<file path="config.mk">
export PLATFORM = sky130hd
export DESIGN_NAME = rpfc_div
export DESIGN_NICKNAME = d
export VERILOG_FILES = /design/src/rtl/rpfc_div.sv
export SDC_FILE = /design/constraint.sdc
export NUM_CORES = 1
export LEC_CHECK = 0
export ABC_AREA = 1
export BUFFER_PORTS_ARGS = -buffer_cell sky130_fd_sc_hd__buf_2
export CAP_MARGIN = 40
export CORE_MARGIN = 8
export CORE_UTILIZATION = 54
export CTS_CLUSTER_SIZE = 20
export DETAILED_ROUTE_END_ITERATION = 6
export GPL_TIMING_DRIVEN = 0
export PLACE_DENSITY = 0.8
export SYNTH_ARGS = -nofsm -noshare
export SYNTH_HDL_FRONTEND = slang
export SYNTH_SLANG_ARGS = --single-unit
</file>
<file path="constraint.sdc">
create_clock -name clk -period 4.05 [get_ports clk]
set_clock_uncertainty 0.05 [all_clocks]
set_input_delay 0 -clock clk [delete_from_list [all_inputs] [get_ports clk]]
set_output_delay 0 -clock clk [all_outputs]
set_load 0.05 [all_outputs]
</file>
<file path="src/rtl/rpfc_div.sv">
// rpfc_div: restoring divider, one quotient bit per cycle
// no package dependencies
`timescale 1ns / 1ps
`default_nettype none

module rpfc_div #(
  parameter int NUM_W = 24,
  parameter int DEN_W = 13
) (
  input  wire logic             clk,
  input  wire logic             rst,
  input  wire logic             go,
  input  wire logic [NUM_W-1:0] a,
  input  wire logic [DEN_W-1:0] b,
  output logic                  done,
  output logic      [NUM_W-1:0] quo,
  output logic      [DEN_W-1:0] rem
);

  localparam int CNT_W = $clog2(NUM_W + 1);

  logic             running;
  logic [CNT_W-1:0] cnt;
  logic [DEN_W-1:0] den;
  logic [DEN_W:0]   r_sh;
  logic [DEN_W:0]   r_sub;
  logic             fits;

  always_comb begin
    r_sh  = {rem, quo[NUM_W-1]};
    r_sub = r_sh - {1'b0, den};
    fits  = (r_sh >= {1'b0, den});
  end

  always_ff @(posedge clk) begin
    if (rst) begin
      running <= 1'b0;
      done    <= 1'b0;
    end else begin
      done <= 1'b0;
      if (go) begin
        quo     <= a;
        den     <= b;
        rem     <= '0;
        cnt     <= CNT_W'(NUM_W);
        running <= 1'b1;
      end else if (running) begin
        rem <= fits ? r_sub[DEN_W-1:0] : r_sh[DEN_W-1:0];
        quo <= {quo[NUM_W-2:0], fits};
        cnt <= cnt - 1'b1;
        if (cnt == CNT_W'(1)) begin
          running <= 1'b0;
          done    <= 1'b1;
        end
      end
    end
  end

endmodule

`default_nettype wire

</file>
==> out/qor.txt <==
Run status: finished clean
CTS root buf: clkbuf_8
Count of final hold-check violations: 0
Worst-Margin Slew: 723 ps
Most frequent cells after synthesis: nand2_1, edfxtp_1, inv_1
Ranking of synthesized cells by area: edfxtp_1, nand2_1, inv_1
Final setup fails: 0
Post-route DRC: 0
Ant diodes: 0
YS warnings: 0
Non-Filler Cell Area, Final: 4430 um^2
Routed Antenna Nets: 0
Max Cap Viol: 0
Cells after synthesis: 382
Grt ovf: 0
Die area: 8790 um^2
Fin crit share: 0.605
Synthesis-to-finish area growth: 35.6%
Largest net degree at the start of global routing: 27
Hold_buf cts: 39
Routed WL: 9020 um
Vias per cell: 5.16
Crit Path Category: flip-flop to flip-flop
Post-synth EDFFs: 55
Placeable Area: 5890 um^2
Tightest Hold Check Type: primary input to flip-flop
Post-synth ARST share: 0
Routability cong.: 0.917
Clock buffer count from CTS: 9
Worst skew pair latency: 340 ps
Critical Path Max Stage Delay: 440 ps
Site Rows: 28
First-pass GRT wire length: 14600 um
Tmin final: 2450 ps
Nets: 568
Post-synth top area cell: edfxtp_1
Mean area per synthesized cell: 8.54 um^2
DR vias: 3057
PD cells: 420 nW/um^2
Part of the power in registers: 0.395
Post-CTS sizing: 0
Worst Path Required: 4100 ps
Layout cells sized above 1: 0.238
Net Sw Frac: 0.322
Clock power share: 0.330
Critical Path Most Common Cell: nand2_1
Setup bufs post-CTS: 0
CTS tree: yes
Most common cell in the netlist: nand2_1
Dpl cell area: 3790 um^2
CP arrival: 2500 ps
Fmax: 408 MHz
Combinational share of power: 0.276
WL/cell: 15.2 um
Die X: 93.7 um
Syn_nets: 438
Final Max Slew Viols: 0
Global-route usage over all layers: 0.212
Vias in the first global route: 3162
Total I/O pin count: 78
Die H: 93.7 um
FF+latch count, synth: 57
RSZ-0062 raised after global routing: no
Synth top area share: 0.506
Drt pass-1 iters: 4
Peak VDD IR: 0.000295 V
Antenna violations before repair: 0
Worst setup EP type: flip-flop
Slew Limit Headroom: 0.516
Static Leak: 2.22 nW
Worst path cell trace: inv_1 -> ha_1 -> inv_1 -> fa_1 -> nand2_2 -> nand2_2 -> nand3_2 -> nand2_2 -> nand2_1 -> nand3_2 -> nand2_1 -> nand2_1 -> nand2_1 -> inv_1
Syn Std Cell Area: 3260 um^2
# clock sinks: 57
Main flop type after synthesis: edfxtp_1
Initial core utilization: 0.554
CP Max Fanout: 5
CP max stage cell: edfxtp_1
Netlist cell types: 28
Clk slew on worst S/H paths: 70 ps
CTS H-tree depth: 3
Net switching power: 0.000598 W
Internal: 0.00126 W
Clk buf depth: 2
Fin Setup TNS: 0 ps
HPWL after DPL: 5660 um
Sequential fraction of the synthesis area: 0.518
DRT iter0 DRCs: 242
Critical Path Source Type: flip-flop
PortBufs: 77
==> path summary, 6_finish.rpt <==
kind | start | end | slack, ps | cells past startpoint
max | quo[23] | rem[9] | 1600 | 14
min | go | quo[23] | 210 | 5
max reg2reg | quo[23] | rem[9] | 1600 | 14
min reg2reg | quo[4] | quo[5] | 500 | 2
==> stage by stage <==
step	instances	utilization	worst slack, ps	hold slack (ps)	power (W)
2_1_floorplan	382	-	1100	26.4	0.00110
3_3_place_gp	534	0.636	73.2	128	0.00120
3_5_place_dp	536	0.644	1660	129	0.00121
4_1_cts	591	0.749	1630	205	0.00184
5_1_grt	592	0.752	1470	273	0.00193
6_report	592	0.752	1600	212	0.00186
==> power by group through the flow <==
| stage | sequential (W) | combinational [W] | clock (W) |
|---|---|---|---|
| 2_1_floorplan | 0.000843 | 0.000256 | 0 |
| 4_1_cts | 0.000731 | 0.000503 | 0.000610 |
| 3_5_place_dp | 0.000742 | 0.000473 | 0 |
| 3_3_place_gp | 0.000744 | 0.000455 | 0 |
| 5_1_grt | 0.000738 | 0.000567 | 0.000625 |
| 6_report | 0.000733 | 0.000512 | 0.000612 |
==> registers in the layout (all words and copies together), names as in the netlist <==
name,cells
cnt,5
quo,24
done,1
rem,13
running,1
den,13
==> placed cells by master (no fill, tap or decap), types with 2 or more instances in the layout <==
cell           count
o21ai_0            5
nand2_2            9
nand3_1           15
edfxtp_1          55
dfxtp_1            2
clkbuf_1           7
nand2_1          147
xnor2_1            2
a21oi_1            6
xor2_1             2
ha_1              15
nor2_1            38
bufinv_16          2
inv_2              2
nand3_2            7
nor2_2             3
buf_2             77
inv_1             51
buf_6              3
nand4_1            4
a21oi_2            2
dlygate4sd3_1     39
clkbuf_8          12
==> worst max-delay path, delay by kind of cell (launching register included) <==
kind	cells	cell delay (ps)
buf+inv	3	200
flops	1	440
fa+ha+maj	2	560
simple gates	9	950
==> kinds of logic (layout without fill, tap and decap cells) <==
kind of cell / after synthesis / in the layout / share of synthesized area
AOI/OAI and AO/OA: 17 / 17 / 0.0311
DFF: 57 / 57 / 0.518
adders and majority gates: 16 / 16 / 0.0637
and+or+nand+nor: 226 / 226 / 0.296
xor gates and xnor gates: 4 / 4 / 0.0107
buffers and inverters: 62 / 197 / 0.0801
==> layer usage <==
layer  vias to the layer above  routed length [um]  GRT usage
li1                       1477                   -          -
met4                         0                 203      0.108
met5                         -                   0          0
met1                      1433                3630      0.232
met3                        19                 689     0.0608
met2                       128                4500      0.365
==> cell type report <==
cell class,count,area (um^2)
sequential,57,1690
fill,404,1460
multi-input combinational,263,1320
timing repair buffer,119,835
inverter,53,199
clock buffer,13,159
tap,75,93.8
clock inverter,3,63.8
buffer,9,62.6
Power figures use the tool's default switching activity.
